==> src/rtl/core/rmez_pkg.sv <==
package rmez_pkg;

   localparam int CordicStagesDefault = 16;
   localparam int AngTableLen = 24;
   localparam int InW = 16;
   localparam int CW = 17;
   localparam int SumW = 32;
   localparam int XyW = 36;
   localparam int ZW = 34;
   localparam int ThrW = 15;
   localparam int SqW = 17;

   localparam logic signed [ZW-1:0] PiQ30 = 34'sd3373259426;

   localparam logic [0:0] CSR_GIMBAL_THRESHOLD = 1'b0;

   typedef struct packed {
      logic signed [15:0] r00;
      logic signed [15:0] r10;
      logic signed [15:0] r11;
      logic signed [15:0] r12;
      logic signed [15:0] r20;
      logic signed [15:0] r21;
      logic signed [15:0] r22;
   } req_payload_type;

   typedef struct packed {
      logic signed [15:0] yaw;
      logic signed [15:0] pitch;
      logic signed [15:0] roll;
      logic               gimbal_lock;
   } rsp_payload_type;

   // one CORDIC vectoring lane
   typedef struct packed {
      logic signed [XyW-1:0] x;
      logic signed [XyW-1:0] y;
      logic signed [ZW-1:0]  z;
      logic                  zero;
   } lane_type;

   function automatic logic signed [ZW-1:0] atan_q30(input logic [4:0] i);
      logic signed [ZW-1:0] r;
      begin
         case (i)
            5'd0: r = 34'sd843314856;
            5'd1: r = 34'sd497837829;
            5'd2: r = 34'sd263043836;
            5'd3: r = 34'sd133525158;
            5'd4: r = 34'sd67021686;
            5'd5: r = 34'sd33543515;
            5'd6: r = 34'sd16775850;
            5'd7: r = 34'sd8388437;
            5'd8: r = 34'sd4194282;
            5'd9: r = 34'sd2097149;
            5'd10: r = 34'sd1048575;
            5'd11: r = 34'sd524287;
            5'd12: r = 34'sd262143;
            5'd13: r = 34'sd131071;
            5'd14: r = 34'sd65535;
            5'd15: r = 34'sd32767;
            5'd16: r = 34'sd16383;
            5'd17: r = 34'sd8191;
            5'd18: r = 34'sd4095;
            5'd19: r = 34'sd2047;
            5'd20: r = 34'sd1023;
            5'd21: r = 34'sd511;
            5'd22: r = 34'sd255;
            5'd23: r = 34'sd127;
            default: r = '0;
         endcase
         return r;
      end
   endfunction

   // start a lane: scale, fold left half-plane into right
   function automatic lane_type lane_init(input logic signed [CW-1:0] y,
                                          input logic signed [CW-1:0] x);
      lane_type l;
      logic signed [XyW-1:0] xs;
      logic signed [XyW-1:0] ys;
      begin
         xs = {{(XyW-CW-16){x[CW-1]}}, x, 16'd0};
         ys = {{(XyW-CW-16){y[CW-1]}}, y, 16'd0};
         l.zero = (x == '0) && (y == '0);
         if (x < 0) begin
            l.x = -xs;
            l.y = -ys;
            l.z = (y >= 0) ? PiQ30 : -PiQ30;
         end else begin
            l.x = xs;
            l.y = ys;
            l.z = '0;
         end
         return l;
      end
   endfunction

   function automatic logic signed [15:0] lane_round(input lane_type l);
      logic signed [ZW-1:0] a;
      logic signed [ZW-1:0] r;
      begin
         a = l.z[ZW-1] ? -l.z : l.z;
         r = (a + 34'sd65536) >>> 17;
         if (l.zero) return '0;
         return l.z[ZW-1] ? -r[15:0] : r[15:0];
      end
   endfunction

endpackage

==> src/rtl/core/rmez_cordic_cell.sv <==
// one CORDIC micro-rotation on three lanes
module rmez_cordic_cell #(
   parameter int Stage = 0
) (
   input  logic                 clock,
   input  logic                 enable,
   input  rmez_pkg::lane_type   lane_in [3],
   output rmez_pkg::lane_type   lane_out [3]
);
   import rmez_pkg::*;

   lane_type nxt [3];
   lane_type lane_ff [3];
   logic signed [XyW-1:0] xs, ys;

   always_comb begin
      for (int k = 0; k < 3; k++) begin
         xs = lane_in[k].x >>> Stage;
         ys = lane_in[k].y >>> Stage;
         nxt[k] = lane_in[k];
         if (!lane_in[k].y[XyW-1]) begin
            nxt[k].x = lane_in[k].x + ys;
            nxt[k].y = lane_in[k].y - xs;
            nxt[k].z = lane_in[k].z + atan_q30(5'(Stage));
         end else begin
            nxt[k].x = lane_in[k].x - ys;
            nxt[k].y = lane_in[k].y + xs;
            nxt[k].z = lane_in[k].z - atan_q30(5'(Stage));
         end
      end
   end

   always_ff @(posedge clock) begin
      if (enable) lane_ff <= nxt;
   end

   assign lane_out = lane_ff;
endmodule

==> config.mk <==
export PLATFORM = sky130hd
export DESIGN_NAME = rmez_cordic_cell
export DESIGN_NICKNAME = d
export VERILOG_FILES = /design/src/rtl/core/rmez_pkg.sv /design/src/rtl/core/rmez_cordic_cell.sv
export SDC_FILE = /design/constraint.sdc
export NUM_CORES = 1
export LEC_CHECK = 0
export BUFFER_PORTS_ARGS = -buffer_cell sky130_fd_sc_hd__buf_2
export CORE_ASPECT_RATIO = 1.4
export CORE_UTILIZATION = 35
export CTS_CLUSTER_SIZE = 16
export DETAILED_ROUTE_END_ITERATION = 8
export PLACE_DENSITY = 0.63
export SKIP_LAST_GASP = 1
export SLEW_MARGIN = 0
export SYNTH_ARGS = -nofsm -noshare
export SYNTH_HDL_FRONTEND = slang
export SYNTH_SLANG_ARGS = --single-unit
==> constraint.sdc <==
create_clock -name clock -period 5.6 [get_ports clock]
set_clock_uncertainty 0.15 [all_clocks]
set_input_delay 0.56 -clock clock [delete_from_list [all_inputs] [get_ports clock]]
set_output_delay 0.56 -clock clock [all_outputs]
set_load 0.02 [all_outputs]
==> impl_metrics.csv <==
group,metric,value,unit
cells_and_area,fillers,9370,
drt,drtPass1Iterations,5,
critical_path,path_delay_family,"compound AO/OA/AOI/OAI gates",
timing,tightest_slew,0.8837,ns
floorplan,core-area,0.09097,sq mm
critical_path,cpPeakStageDelay,0.54,ns
cells_and_area,fin_area,0.03791,sq mm
yosys,netlist_area,0.03211,sq mm
critical_path,end_kind,"flop",
yosys,synth_warnings,0,
clocking,cts_tree,"yes",
critical_path,cp_common_cell,"a221oi_1",
floorplan,die_w,258.0,um
drt,drc_errors,0,
drt,wl_per_cell,21.36,um
critical_path,crit_fanout,3,
drt,vias,30675,
yosys,ys.flop_type,"edfxtp_1",
critical_path,cp_data_arrival_time,4.22,ns
cells_and_area,largest_reg_flops,318,
clocking,root_buffer,"clkbuf_16",
outcome,outcome,"finished clean",
clocking,htreeDepth,2,
timing,min_period,4.072,ns
floorplan,initial_core_util,0.3530,
critical_path,worstSetupStartpointType,"input pin",
yosys,ys_ff_latch,318,
floorplan,design.die.area,0.09299,sq mm
place,placement.io_buffers,643,
timing,hold_violations,0,
yosys,synth_top_area_frac,0.2973,
critical_path,criticalPathCategory,"in -> reg",
critical_path,critPathBufInv,4,
drt,routed_wl,118300,um
floorplan,rows,131,
cells_and_area,nNetsFinal,5046,
cells_and_area,seq_area,0.009549,sq mm
clocking,clk_pin_slew,0.06,ns
floorplan,io_pins,644,
grt,grt_pass1_wl,175900,um
drt,drtAntennaViolNets,0,
timing,fin_crit_sh,0.7272,
grt,gr-usage-all-layers,0.2428,
critical_path,cp_slowest_cell,"o41ai_1",
yosys,synth.largest_area_cell,"edfxtp_1",
timing,setup_tns,0,ns
clocking,cts_buffer_depth,3,
grt,antenna_found_initial,41,
cells_and_area,final_util,0.4167,
critical_path,crit_chain,"buf_2, inv_1, ha_1, fa_1, inv_1, a21oi_1, o21ai_0, a41oi_1, a221oi_1, a2111oi_0, buf_4, o41ai_1, a221oi_1, a221oi_1, xor2_1",
grt,overflow,0,
place,post-dp-hpwl,94900,um
grt,grt_pass1_vias,30069,
timing,max_clock_freq,245.6,MHz
place,gp_congestion,0.9821,
timing,rsz0062_at_grt,"false",
yosys,seq_area_frac_synth,0.2973,
cells_and_area,area_delta_synth_final,18.04,%
grt,grt_max_degree,103,
clocking,post_cts_buffers,0,
power,p_leak,17.07,nW
yosys,synth_area_leaders,"edfxtp_1 (30%), ha_1 (16%), a21oi_1 (7.3%), xnor2_1 (6.7%), inv_1 (4.2%)",
clocking,cts_buffers,39,
yosys,synth_nets,4483,
critical_path,crit_required,5.75,ns
timing,slew_headroom,0.4109,
drt,vias_per_cell,5.539,
timing,maxSlewViolCount,0,
power,power.density,264.9,mW/mm^2
timing,setup_viol,0,
yosys,synth_common_cells,"a21oi_1 (469), ha_1 (414), inv_1 (361)",
yosys,yosysUniqueCellTypes,83,
yosys,synth.most_common_cell,"a21oi_1",
clocking,clkSinkCount,318,
drt,drt_iter0_drc,2369,
job,drv_cap,0,
critical_path,setup.worst_path.start,"lane_in[178]",
cells_and_area,drive_gt1_frac,0.1778,
yosys,synth_edf_count,318,
yosys,synth.avg_cell_area,8.601,sq um
cells_and_area,multi_input_area,0.02056,sq mm
place,placed_area,0.03641,sq mm
yosys,async_reset_ff_frac,0,
hold_path,min_path_type,"in -> reg",
yosys,postSynthCellCount,3734,
power,vdd_drop_max,0.0002537,V
floorplan,die_y,360.4,um
hold_path,min_from,"lane_in[218]",
==> report_power, final <==
group          leakage, nW  switching [W]  total [W]  internal, W
clock                0.654        0.00111    0.00273      0.00162
combinational         13.3        0.00262    0.00401      0.00139
sequential            3.11       0.000128    0.00329      0.00316
total                 17.1        0.00386     0.0100      0.00618
==> routing by layer <==
metal	vias to the layer above	GRT usage	wire length (um)
li1	14632	-	-
met1	14458	0.2734	45300
met5	-	0	329
met2	1229	0.4244	57360
met3	306	0.06019	9492
met4	50	0.1180	5795
==> layout make-up <==
type / count / share of cell area
Multi-Input combinational cell: 2890 / 0.5424
Tap cell: 1197 / 0.03951
Sequential cell: 318 / 0.2519
Clock buffer: 46 / 0.02756
Clock inverter: 22 / 0.007757
Timing Repair Buffer: 675 / 0.09281
Antenna cell: 17 / 0.001122
Inverter: 373 / 0.03693
==> per-stage QoR <==
stage	instances	setup slack [ns]	total power (W)	hold WS, ns
2_1_floorplan	3734	1.084	0.005883	0.5089
3_3_place_gp	5441	1.139	0.007301	0.5873
3_5_place_dp	5441	1.018	0.007294	0.5883
4_1_cts	5521	1.627	0.01012	0.1018
5_1_grt	5533	1.299	0.01054	0.1500
6_report	5538	1.528	0.01004	0.1596
==> layout by cell type (no fill, tap or decap), types with 66 or more instances in the layout <==
cell / n
buf_2: 639
a21oi_1: 469
ha_1: 414
inv_1: 359
edfxtp_1: 318
nor2_1: 284
o21ai_0: 258
xnor2_1: 247
nand2_1: 173
a21o_1: 126
o21bai_1: 85
nor3_1: 74
nand3_1: 66
==> logic make-up (layout without fill, tap and decap cells) <==
| logic type | count (synthesis) | in the layout | share of synthesized area |
|---|---|---|---|
| compound gates | 1281 | 1281 | 0.2499 |
| simple gates | 831 | 831 | 0.1231 |
| buf+inv | 526 | 1116 | 0.06241 |
| fa+ha+maj | 426 | 426 | 0.1688 |
| flops | 318 | 318 | 0.2973 |
| xor+xnor | 290 | 290 | 0.07909 |
| mux | 62 | 62 | 0.01940 |
| other cells | 0 | 17 | 0 |
==> worst paths after layout <==
path | slack [ns] | to | cells past startpoint
setup / recovery | 1.53 | lane_out[212] | 15
hold / removal | 0.16 | lane_out[218] | 2
==> timing repair <==
item                                   in CTS  in global routing
hold buffers                               12                  0
resized for setup                           0                  0
endpoints found under the hold margin      12                  0
Power figures use the tool's default switching activity.
