**config.mk**
```make
export PLATFORM = sky130hd
export DESIGN_NAME = rmez_isqrt_cell
export DESIGN_NICKNAME = d
export VERILOG_FILES = /design/src/rtl/core/rmez_pkg.sv /design/src/rtl/core/rmez_isqrt_cell.sv
export SDC_FILE = /design/constraint.sdc
export NUM_CORES = 1
export LEC_CHECK = 0
export ABC_AREA = 1
export ABC_CLOCK_PERIOD_IN_PS = 2900
export BUFFER_PORTS_ARGS = -buffer_cell sky130_fd_sc_hd__buf_4
export CORE_MARGIN = 2
export CORE_UTILIZATION = 50
export DETAILED_ROUTE_END_ITERATION = 16
export GPL_ROUTABILITY_DRIVEN = 0
export PLACE_DENSITY = 0.74
export SETUP_SLACK_MARGIN = 0.2
export SLEW_MARGIN = 20
export SYNTH_ARGS = -nofsm -noshare
export SYNTH_HDL_FRONTEND = slang
export SYNTH_SLANG_ARGS = --single-unit
```
**constraint.sdc**
```tcl
create_clock -name clock -period 2.9 [get_ports clock]
set_clock_uncertainty 0.15 [all_clocks]
set_input_delay 0.29 -clock clock [delete_from_list [all_inputs] [get_ports clock]]
set_output_delay 0.29 -clock clock [all_outputs]
set_load 0.01 [all_outputs]
```
**src/rtl/core/rmez_pkg.sv**
```systemverilog
package rmez_pkg;

   localparam int CordicStagesDefault = 16;
   localparam int AngTableLen = 24;
   localparam int InW = 16;
   localparam int CW = 17;
   localparam int SumW = 32;
   localparam int XyW = 36;
   localparam int ZW = 34;
   localparam int ThrW = 15;
   localparam int SqW = 17;

   localparam logic signed [ZW-1:0] PiQ30 = 34'sd3373259426;

   localparam logic [0:0] CSR_GIMBAL_THRESHOLD = 1'b0;

   typedef struct packed {
      logic signed [15:0] r00;
      logic signed [15:0] r10;
      logic signed [15:0] r11;
      logic signed [15:0] r12;
      logic signed [15:0] r20;
      logic signed [15:0] r21;
      logic signed [15:0] r22;
   } req_payload_type;

   typedef struct packed {
      logic signed [15:0] yaw;
      logic signed [15:0] pitch;
      logic signed [15:0] roll;
      logic               gimbal_lock;
   } rsp_payload_type;

   // one CORDIC vectoring lane
   typedef struct packed {
      logic signed [XyW-1:0] x;
      logic signed [XyW-1:0] y;
      logic signed [ZW-1:0]  z;
      logic                  zero;
   } lane_type;

   function automatic logic signed [ZW-1:0] atan_q30(input logic [4:0] i);
      logic signed [ZW-1:0] r;
      begin
         case (i)
            5'd0: r = 34'sd843314856;
            5'd1: r = 34'sd497837829;
            5'd2: r = 34'sd263043836;
            5'd3: r = 34'sd133525158;
            5'd4: r = 34'sd67021686;
            5'd5: r = 34'sd33543515;
            5'd6: r = 34'sd16775850;
            5'd7: r = 34'sd8388437;
            5'd8: r = 34'sd4194282;
            5'd9: r = 34'sd2097149;
            5'd10: r = 34'sd1048575;
            5'd11: r = 34'sd524287;
            5'd12: r = 34'sd262143;
            5'd13: r = 34'sd131071;
            5'd14: r = 34'sd65535;
            5'd15: r = 34'sd32767;
            5'd16: r = 34'sd16383;
            5'd17: r = 34'sd8191;
            5'd18: r = 34'sd4095;
            5'd19: r = 34'sd2047;
            5'd20: r = 34'sd1023;
            5'd21: r = 34'sd511;
            5'd22: r = 34'sd255;
            5'd23: r = 34'sd127;
            default: r = '0;
         endcase
         return r;
      end
   endfunction

   // start a lane: scale, fold left half-plane into right
   function automatic lane_type lane_init(input logic signed [CW-1:0] y,
                                          input logic signed [CW-1:0] x);
      lane_type l;
      logic signed [XyW-1:0] xs;
      logic signed [XyW-1:0] ys;
      begin
         xs = {{(XyW-CW-16){x[CW-1]}}, x, 16'd0};
         ys = {{(XyW-CW-16){y[CW-1]}}, y, 16'd0};
         l.zero = (x == '0) && (y == '0);
         if (x < 0) begin
            l.x = -xs;
            l.y = -ys;
            l.z = (y >= 0) ? PiQ30 : -PiQ30;
         end else begin
            l.x = xs;
            l.y = ys;
            l.z = '0;
         end
         return l;
      end
   endfunction

   function automatic logic signed [15:0] lane_round(input lane_type l);
      logic signed [ZW-1:0] a;
      logic signed [ZW-1:0] r;
      begin
         a = l.z[ZW-1] ? -l.z : l.z;
         r = (a + 34'sd65536) >>> 17;
         if (l.zero) return '0;
         return l.z[ZW-1] ? -r[15:0] : r[15:0];
      end
   endfunction

endpackage

```
**src/rtl/core/rmez_isqrt_cell.sv**
```systemverilog
// one bit of a restoring square root: one result bit per cell
module rmez_isqrt_cell #(
   parameter int Bit = 0
) (
   input  logic                           clock,
   input  logic                           enable,
   input  logic [rmez_pkg::SumW-1:0]      rem_in,
   input  logic [rmez_pkg::SqW-1:0]       root_in,
   output logic [rmez_pkg::SumW-1:0]      rem_out,
   output logic [rmez_pkg::SqW-1:0]       root_out
);
   import rmez_pkg::*;

   logic [SumW+1:0] trial;
   logic [SumW+1:0] rem_w;
   logic [SumW-1:0] rem_ff, rem_in_c;
   logic [SqW-1:0]  root_ff, root_in_c;

   always_comb begin
      trial = ({{(SumW+2-SqW){1'b0}}, root_in} << (Bit + 1))
            + ({{(SumW+1){1'b0}}, 1'b1} << (2 * Bit));
      rem_w = {2'b00, rem_in};
      if (rem_w >= trial) begin
         rem_in_c  = SumW'(rem_w - trial);
         root_in_c = root_in | (SqW'(1) << Bit);
      end else begin
         rem_in_c  = rem_in;
         root_in_c = root_in;
      end
   end

   always_ff @(posedge clock) begin
      if (enable) begin
         rem_ff  <= rem_in_c;
         root_ff <= root_in_c;
      end
   end

   assign rem_out  = rem_ff;
   assign root_out = root_ff;
endmodule

```
==> qor.yml, run 1 <==
route:
  routed_wl_mm: 9.123
  dr_total_vias: 3556
  ant_nets: 0
  firstDrtPassIters: 5
  drc: 0
  first_iter_violations: 226
  wl_per_cell_um: 12.57
  avgViaCountPerCell: 4.898
clock_network:
  cts-root-buf: "clkbuf_8"
  cts_resized: 0
  clockBufferDepth: 2
  cts_num_sinks: 49
  h-tree-depth: 2
  postCtsSetupRepairBufs: 0
  cts_tree: "yes"
  clk_pin_slew_worst_paths_ps: 90
  numCtsBuffers: 5
  hold_buffers: 0
finish:
  final_common_cell: "nand2_1"
  layout-drive-gt1-share_pct: 22.49
  nFillCells: 664
  layout_common_cells: "211 x nand2_1, 103 x buf_4, 97 x inv_1, 49 x edfxtp_1, 40 x nor2_1"
  antenna_cells: 0
  area_growth_pct: 25.75
  final_net_count: 697
setup_path:
  crit_type: "input port to flip-flop"
  crit_path_start_kind: "input port"
  path_cells: "buf_4, inv_1, ha_1, nand2_2, nor2_2, nand2_1, nor2_2, nand2_2, nand4_2, inv_2, buf_4, nand2_1, nand2_1"
  crit_start: "root_in[14]"
  arrival_ps: 1950
  worst_setup_path_end_kind: "flip-flop"
  worst-path-buf-inv: 4
  path_max_fanout: 16
  path_delay_family: "simple AND/OR/NAND/NOR gates"
  worst_path_most_repeated_cell: "nand2_1"
  max_stage_delay_ps: 400
  cp.required_ps: 2810
  crit_slowest_cell: "ha_1"
logic_synthesis:
  syn_nets: 592
  synth_top_area_cell: "edfxtp_1"
  syn-instance-count: 522
  synth_area_leaders: "edfxtp_1 40%, nand2_1 21%, inv_1 9.8%"
  syn_avg_cell_area_um2: 7.102
  synth_seq_cells: 49
  synth.top_cell.area_share_pct: 39.69
  yosysWarnings: 0
  yosysUniqueCellTypes: 23
  synth_sequential_area_ratio_pct: 39.69
  synth_area_um2: 3707
placement:
  hpwlAfterDp_mm: 7.250
  port_buffers: 99
power_and_ir_drop:
  power_density_nw_per_um2: 421.5
  vdd_drop_max_v: 0.0002157
  total_power_mw: 1.965
  power_leakage_nw: 2.437
timing:
  hold_violations: 0
  rsz0062_at_grt: "no"
  slew-limit-headroom_pct: 59.32
  slew_viol_final: 0
  final.setup.tns_ps: 0
  fin_crit_ps: 2040
  worst_pin_slew_ps: 610.2
  setup_viol: 0
  max_freq_mhz: 490.3
  timing.final.crit_share_pct: 70.33
  hold_slack_ps: 14.07
worst_hold_path:
  whs_path_depth: 1
  hold_end: "root_out[2]$_DFFE_PP_"
  hp-start: "root_in[2]"
  hold_path.class: "input port to flip-flop"
floorplan:
  fp.dieArea_um2: 8120
  dieWidth_um: 90.11
  die_y_um: 90.11
  start_util_pct: 51.39
  coreArea_um2: 7214
  ioPinCount: 100
  num_rows: 31
run:
  max_cap_violations: 0
run_status:
  status: "finished clean"
global_route:
  grt_max_degree: 50
  grt_pass1_wl_mm: 15.20
  antenna_found_initial: 0
  grt_usage_pct: 22.86
  grt_overflow: 0
  first_global_vias: 3335
-- worst max-delay path by stage --
stage,to,slack [ps],cells past startpoint
floorplan,root_out[0]$_SDFFCE_PP1P_,930,11
global placement,root_out[0]$_SDFFCE_PP1P_,570,11
detailed placement,root_out[0]$_SDFFCE_PP1P_,570,11
CTS,root_out[0]$_SDFFCE_PP1P_,890,11
global route,rem_out[16]$_DFFE_PP_,750,13
finish,rem_out[16]$_DFFE_PP_,860,13
-- cell usage after synthesis (all sizes together) --
cell type / count
nand2: 216
inv: 100
edfxtp: 49
nor2: 43
nand3: 31
a21oi: 27
ha: 18
xor2: 12
nor3: 7
buf: 5
nand4: 4
or2: 4
nand3b: 2
o21ai: 2
fa: 1
xnor2: 1
-- cell type report --
type | count | area [um2] | share of cell area (%)
clock buffer | 5 | 68.82 | 1.476
clock inverter | 2 | 35.03 | 0.7515
multi-input combinational | 368 | 1814 | 38.92
timing repair buffer | 103 | 773.2 | 16.59
tap | 99 | 123.9 | 2.657
sequential | 49 | 1471 | 31.56
inverter | 100 | 375.4 | 8.052
-- registers in the layout (all words and copies together), names as in the netlist --
signal	flops
rem_out	32
root_out	17
-- stage by stage --
| stage | instance area, um2 | setup slack (ps) | std cells | utilization, % |
|---|---|---|---|---|
| floorplan | 3707 | 934.7 | 522 | - |
| global placement | 4558 | 567.7 | 719 | 63.18 |
| detailed placement | 4558 | 570.7 | 719 | 63.18 |
| CTS | 4662 | 892.2 | 726 | 64.62 |
| global route | 4662 | 751.0 | 726 | 64.62 |
| finish | 4662 | 860.5 | 726 | 64.62 |
-- cells by family after synthesis --
| logic type | after synthesis | share of synthesized area, % |
|---|---|---|
| AND/OR/NAND/NOR | 307 | 33.82 |
| AO/OA/AOI/OAI | 29 | 5.434 |
| buffers and inverters | 105 | 11.37 |
| flip-flops | 49 | 39.69 |
| XOR/XNOR | 13 | 3.071 |
| adder cells (fa/ha/maj) | 19 | 6.615 |
-- layer usage --
layer | track usage [%] | wire (um)
met2 | 36.34 | 4118
met5 | 0 | 0
met1 | 31.45 | 4197
met3 | 4.694 | 632
met4 | 7.179 | 174
-- power by group --
group          switching (mW)  leakage (nW)  total, mW  internal (mW)
combinational           0.338          1.90      0.596          0.258
clock                   0.223        0.0540      0.474          0.251
sequential             0.0192         0.480      0.894          0.875
No activity file was read; power rests on OpenSTA's default activity.
==> run 2, diff against run 1 <==
--- a/config.mk
+++ b/config.mk
@@ -5,14 +5,14 @@
 export SDC_FILE = /design/constraint.sdc
 export NUM_CORES = 1
 export LEC_CHECK = 0
-export ABC_AREA = 1
-export ABC_CLOCK_PERIOD_IN_PS = 2900
+export ABC_AREA = 0
+export ABC_CLOCK_PERIOD_IN_PS = 1750
 export BUFFER_PORTS_ARGS = -buffer_cell sky130_fd_sc_hd__buf_4
 export CORE_MARGIN = 2
-export CORE_UTILIZATION = 50
+export CORE_UTILIZATION = 46
 export DETAILED_ROUTE_END_ITERATION = 16
 export GPL_ROUTABILITY_DRIVEN = 0
-export PLACE_DENSITY = 0.74
+export PLACE_DENSITY = 0.73
 export SETUP_SLACK_MARGIN = 0.2
 export SLEW_MARGIN = 20
 export SYNTH_ARGS = -nofsm -noshare
==> constraint.sdc (replaced) <==
create_clock -name clock -period 1.75 [get_ports clock]
set_clock_uncertainty 0.15 [all_clocks]
set_input_delay 0.175 -clock clock [delete_from_list [all_inputs] [get_ports clock]]
set_output_delay 0.175 -clock clock [all_outputs]
set_load 0.01 [all_outputs]
==> qor.yml, run 2 <==
floorplan:
  die_y_um: 86.32
  fp.dieArea_um2: 7450
  start_util_pct: 48.26
  num_rows: 29
  coreArea_um2: 6459
  ioPinCount: 100
  dieWidth_um: 86.32
finish:
  final_cells: 579
  area_growth_pct: 72.02
  largest_register_ffs: 32
  antenna_cells: 0
  final_net_count: 571
  final_core_util_pct: 83.01
  layout_common_cells: "182 x buf_4, 49 x edfxtp_1, 31 x nand2_1, 19 x inv_1"
  final_common_cell: "buf_4"
  layout-drive-gt1-share_pct: 53.98
  fin_area_um2: 5361
power_and_ir_drop:
  total_power_mw: 3.639
  power_leakage_nw: 2.322
  power_density_nw_per_um2: 678.7
  vdd_drop_max_v: 0.0004497
logic_synthesis:
  synth_area_leaders: "edfxtp_1 47%, ha_1 7.2%, xor2_1 5.1%"
  synth_edf_count: 49
  ys_top_cells_by_count: "49 x edfxtp_1, 35 x nand2_1, 25 x o21ai_0"
  yosysWarnings: 0
  syn-instance-count: 291
  synth_top_area_cell: "edfxtp_1"
  yosysUniqueCellTypes: 55
  synthArstFlopShare_pct: 0
  syn_avg_cell_area_um2: 10.71
  synth_ff_type: "edfxtp_1"
  synth_sequential_area_ratio_pct: 47.21
  synth.top_cell.area_share_pct: 47.21
  synth_area_um2: 3117
  syn_nets: 361
  synth_seq_cells: 49
  yosysMostFrequentCell: "edfxtp_1"
run:
  max_cap_violations: 0
setup_path:
  path_delay_family: "compound AO/OA/AOI/OAI gates"
  arrival_ps: 2310
  worst_setup_path_end_kind: "flip-flop"
  crit_type: "input port to flip-flop"
  crit_slowest_cell: "fa_2"
  path_max_fanout: 3
  crit_path_start_kind: "input port"
  cp.required_ps: 1650
  worst_path_most_repeated_cell: "buf_6"
  path_cells: "buf_6, fa_2, a21o_1, a311o_1, a31oi_4, a31o_4, o31ai_4, buf_6, nor4b_4, xor2_1"
  worst-path-buf-inv: 2
  max_stage_delay_ps: 410
clock_network:
  clockBufferDepth: 2
  cts-root-buf: "clkbuf_8"
  h-tree-depth: 2
  cts_tree: "yes"
  cts_num_sinks: 49
  clk_pin_slew_worst_paths_ps: 80
  numCtsBuffers: 5
global_route:
  grt_overflow: 0
  grt_max_degree: 27
  grt_usage_pct: 24.52
  first_global_vias: 3199
  antenna_found_initial: 0
  grt_pass1_wl_mm: 14.57
timing:
  slew-limit-headroom_pct: 69.80
  rsz0062_at_grt: "yes"
  slew_viol_final: 0
  timing.final.crit_share_pct: 138.0
  max_freq_mhz: 414.0
  hold_violations: 0
  fin_crit_ps: 2416
  hold_slack_ps: 9.900
  worst_pin_slew_ps: 451.0
  setup_viol: 33
  fin_ws_ps: -665.7
placement:
  hpwlAfterDp_mm: 6.833
  place_area_um2: 4613
  port_buffers: 99
  dpl.cell_count: 543
worst_hold_path:
  hold_path.class: "input port to flip-flop"
  hold_end: "rem_out[11]$_DFFE_PP_"
  whs_path_depth: 3
  hp-start: "rem_in[11]"
route:
  routed_wl_mm: 10.47
  route.met2.wl_mm: 5.511
  drc: 0
  ant_nets: 0
  wl_met3_um: 497
  firstDrtPassIters: 6
  first_iter_violations: 214
  top_layer: "met4"
  avgViaCountPerCell: 5.516
  wl_per_cell_um: 18.08
  dr_total_vias: 3194
  wl_met1_mm: 4.296
run_status:
  violations: "negative setup slack"
  status: "finished, violations left"
[run 2: how the worst max path moves through the flow]
stage,start,end,slack (ps),depth (start not counted)
after CTS,rem_in[1],rem_out[30]$_DFFE_PP_,-540,10
after detailed placement,rem_in[1],rem_out[22]$_DFFE_PP_,-910,10
final,rem_in[1],rem_out[30]$_DFFE_PP_,-670,10
after global routing,rem_in[1],rem_out[30]$_DFFE_PP_,-710,10
after floorplan,rem_in[1],rem_out[1]$_DFFE_PP_,-650,8
after global placement,rem_in[1],rem_out[22]$_DFFE_PP_,-850,10
[run 2: timing repair]
item / CTS / global route
pin swaps: 15 / 20
endpoints found under the hold margin: 16 / 0
endpoints found under the setup margin: 33 / 33
setup buffers: 6 / 4
gates resized for setup: 34 / 52
gates cloned: 0 / 2
hold buffers: 16 / 0
[run 2: power breakdown]
group          total, mW  switching [mW]  internal (mW)
Clock              0.799           0.377          0.422
Sequential          1.49          0.0386           1.45
Combinational       1.35           0.636          0.711
[run 2: per-layer routing]
| layer | up-vias | global-route usage (%) |
|---|---|---|
| met2 | 126 | 45.60 |
| met3 | 17 | 3.714 |
| met1 | 1570 | 29.40 |
| li1 | 1481 | - |
| met4 | 0 | 6.818 |
| met5 | - | 0 |
[run 2: per-stage QoR]
step	TNS, ps	setup WS (ps)
after floorplan	-18940	-652.2
after global placement	-26050	-854.6
after detailed placement	-27530	-905.5
after CTS	-15400	-544.9
after global routing	-19590	-708.9
final	-18200	-665.7
[run 2: layout make-up]
type | count | area [um2]
Timing Repair Buffer | 214 | 1782
Multi-Input combinational cell | 210 | 1827
Fill cell | 366 | 1097
Inverter | 21 | 78.83
Sequential cell | 49 | 1471
Clock buffer | 6 | 72.57
Tap cell | 77 | 96.34
Clock inverter | 2 | 33.78
[run 2: cells by family after synthesis]
kind of cell,share of synthesized area [%]
compound gates,16.10
xor+xnor,8.430
fa+ha+maj,7.868
buf+inv,5.018
flops,47.21
mux,0.3613
simple gates,15.01
==> run 3, diff against run 2 <==
==> constraint.sdc (replaced) <==
create_clock -name clock -period 1.75 [get_ports clock]
set_clock_uncertainty 0.15 [all_clocks]
set_input_delay 0.2625 -clock clock [delete_from_list [all_inputs] [get_ports clock]]
set_output_delay 0.2625 -clock clock [all_outputs]
set_load 0.01 [all_outputs]
==> qor.yml, run 3 (synthesis gave the netlist of run 2 again) <==
timing:
  hold_violations: 0
  rsz0062_at_grt: "yes"
  max_freq_mhz: 403.0
  setup_viol: 33
  fin_crit_ps: 2481
  fin_ws_ps: -731.2
  timing.final.crit_share_pct: 141.8
  slew_viol_final: 0
  worst_pin_slew_ps: 578.1
  slew-limit-headroom_pct: 61.29
clock_network:
  cts_tree: "yes"
  numCtsBuffers: 5
  cts_num_sinks: 49
  clockBufferDepth: 2
  cts-root-buf: "clkbuf_8"
  clk_pin_slew_worst_paths_ps: 90
  h-tree-depth: 2
floorplan:
  dieWidth_um: 86.32
  coreArea_um2: 6459
  fp.dieArea_um2: 7450
  start_util_pct: 48.26
  die_y_um: 86.32
  num_rows: 29
  ioPinCount: 100
route:
  avgViaCountPerCell: 5.670
  ant_nets: 0
  drc: 0
  dr_total_vias: 3294
  routed_wl_mm: 11.08
  firstDrtPassIters: 5
  wl_per_cell_um: 19.07
  first_iter_violations: 189
finish:
  area_growth_pct: 73.30
  nFillCells: 352
  layout-drive-gt1-share_pct: 54.76
  fin_area_um2: 5401
  antenna_cells: 0
  final_net_count: 573
  layout_common_cells: "180 x buf_4, 49 x edfxtp_1, 29 x nand2_1, 18 x inv_1"
  largest_register_ffs: 32
  final_cells: 581
  final_common_cell: "buf_4"
run_status:
  status: "finished, violations left"
  violations: "negative setup slack"
global_route:
  grt_usage_pct: 24.81
  grt_pass1_wl_mm: 14.64
  first_global_vias: 3147
  grt_overflow: 0
  grt_max_degree: 27
  antenna_found_initial: 0
setup_path:
  cp.required_ps: 1650
  path_max_fanout: 8
  crit_path_start_kind: "input port"
  arrival_ps: 2390
  worst_setup_path_end_kind: "flip-flop"
  crit_type: "input port to flip-flop"
worst_hold_path:
  whs_path_depth: 3
  hp-start: "rem_in[9]"
  hold_end: "rem_out[9]$_DFFE_PP_"
  hold_path.class: "input port to flip-flop"
placement:
  place_area_um2: 4566
  dpl.cell_count: 540
  port_buffers: 99
  hpwlAfterDp_mm: 6.619
run:
  max_cap_violations: 0
power_and_ir_drop:
  power_leakage_nw: 2.365
  power_density_nw_per_um2: 657.8
  total_power_mw: 3.553
  vdd_drop_max_v: 0.0004077
[run 3: worst max-delay path by stage]
stage | startpoint | to | slack, ps | cells after the start
3_5_place_dp | rem_in[7] | rem_out[22]$_DFFE_PP_ | -990 | 9
2_1_floorplan | rem_in[1] | rem_out[1]$_DFFE_PP_ | -740 | 8
4_1_cts | rem_in[1] | rem_out[30]$_DFFE_PP_ | -630 | 10
5_1_grt | root_in[11] | rem_out[23]$_DFFE_PP_ | -790 | 11
3_3_place_gp | rem_in[1] | rem_out[1]$_DFFE_PP_ | -930 | 9
6_report | rem_in[12] | rem_out[21]$_DFFE_PP_ | -730 | 10
[run 3: report_power, final]
part,leakage (nW),switching [mW],total (mW),internal [mW]
Sequential,0.480,0.0408,1.50,1.45
Combinational,1.84,0.661,1.40,0.739
Clock,0.0450,0.379,0.657,0.278
Total,2.37,1.08,3.55,2.47
[run 3: metal layers]
layer	global-route usage (%)	up-vias	wire (um)
met4	10.37	0	412
met1	30.92	1603	4273
met2	42.14	157	5718
li1	-	1492	-
met3	4.952	42	678
met5	0	-	0
[run 3: per-stage QoR]
step	utilization, %	setup WS (ps)	TNS, ps	hold WS [ps]
3_3_place_gp	70.69	-926.8	-28600	301.3
5_1_grt	83.63	-789.1	-22200	88.29
2_1_floorplan	-	-739.7	-21830	211.4
3_5_place_dp	70.69	-993.4	-30590	302.4
6_report	83.63	-731.2	-20650	98.93
4_1_cts	78.23	-627.0	-18760	2.113
[run 3: area by class of cell]
type,instances,area (um2),share of cell area [%]
repair buffers,216,1800,33.33
inverters,21,78.83,1.459
clock inverters,2,10.01,0.1853
flip-flops and latches,49,1471,27.24
well taps,77,96.34,1.784
multi-input cells,210,1872,34.65
clock buffers,6,72.57,1.344
[run 3: critical path, cell delays in order]
cell	delay (ps)
buf_4	110
ha_1	380
nand2_1	190
nor4b_4	420
a41oi_1	210
nand2_1	150
nor2_4	70
buf_8	160
nor4bb_4	290
xor2_1	120
[run 3: timing repair]
item / CTS / global route
pin swaps: 16 / 29
endpoints found under the hold margin: 15 / 1
hold buffers: 15 / 1
setup endpoints to repair: 33 / 33
cloned: 1 / 1
buffers inserted: 9 / 6
gates resized for setup: 44 / 56
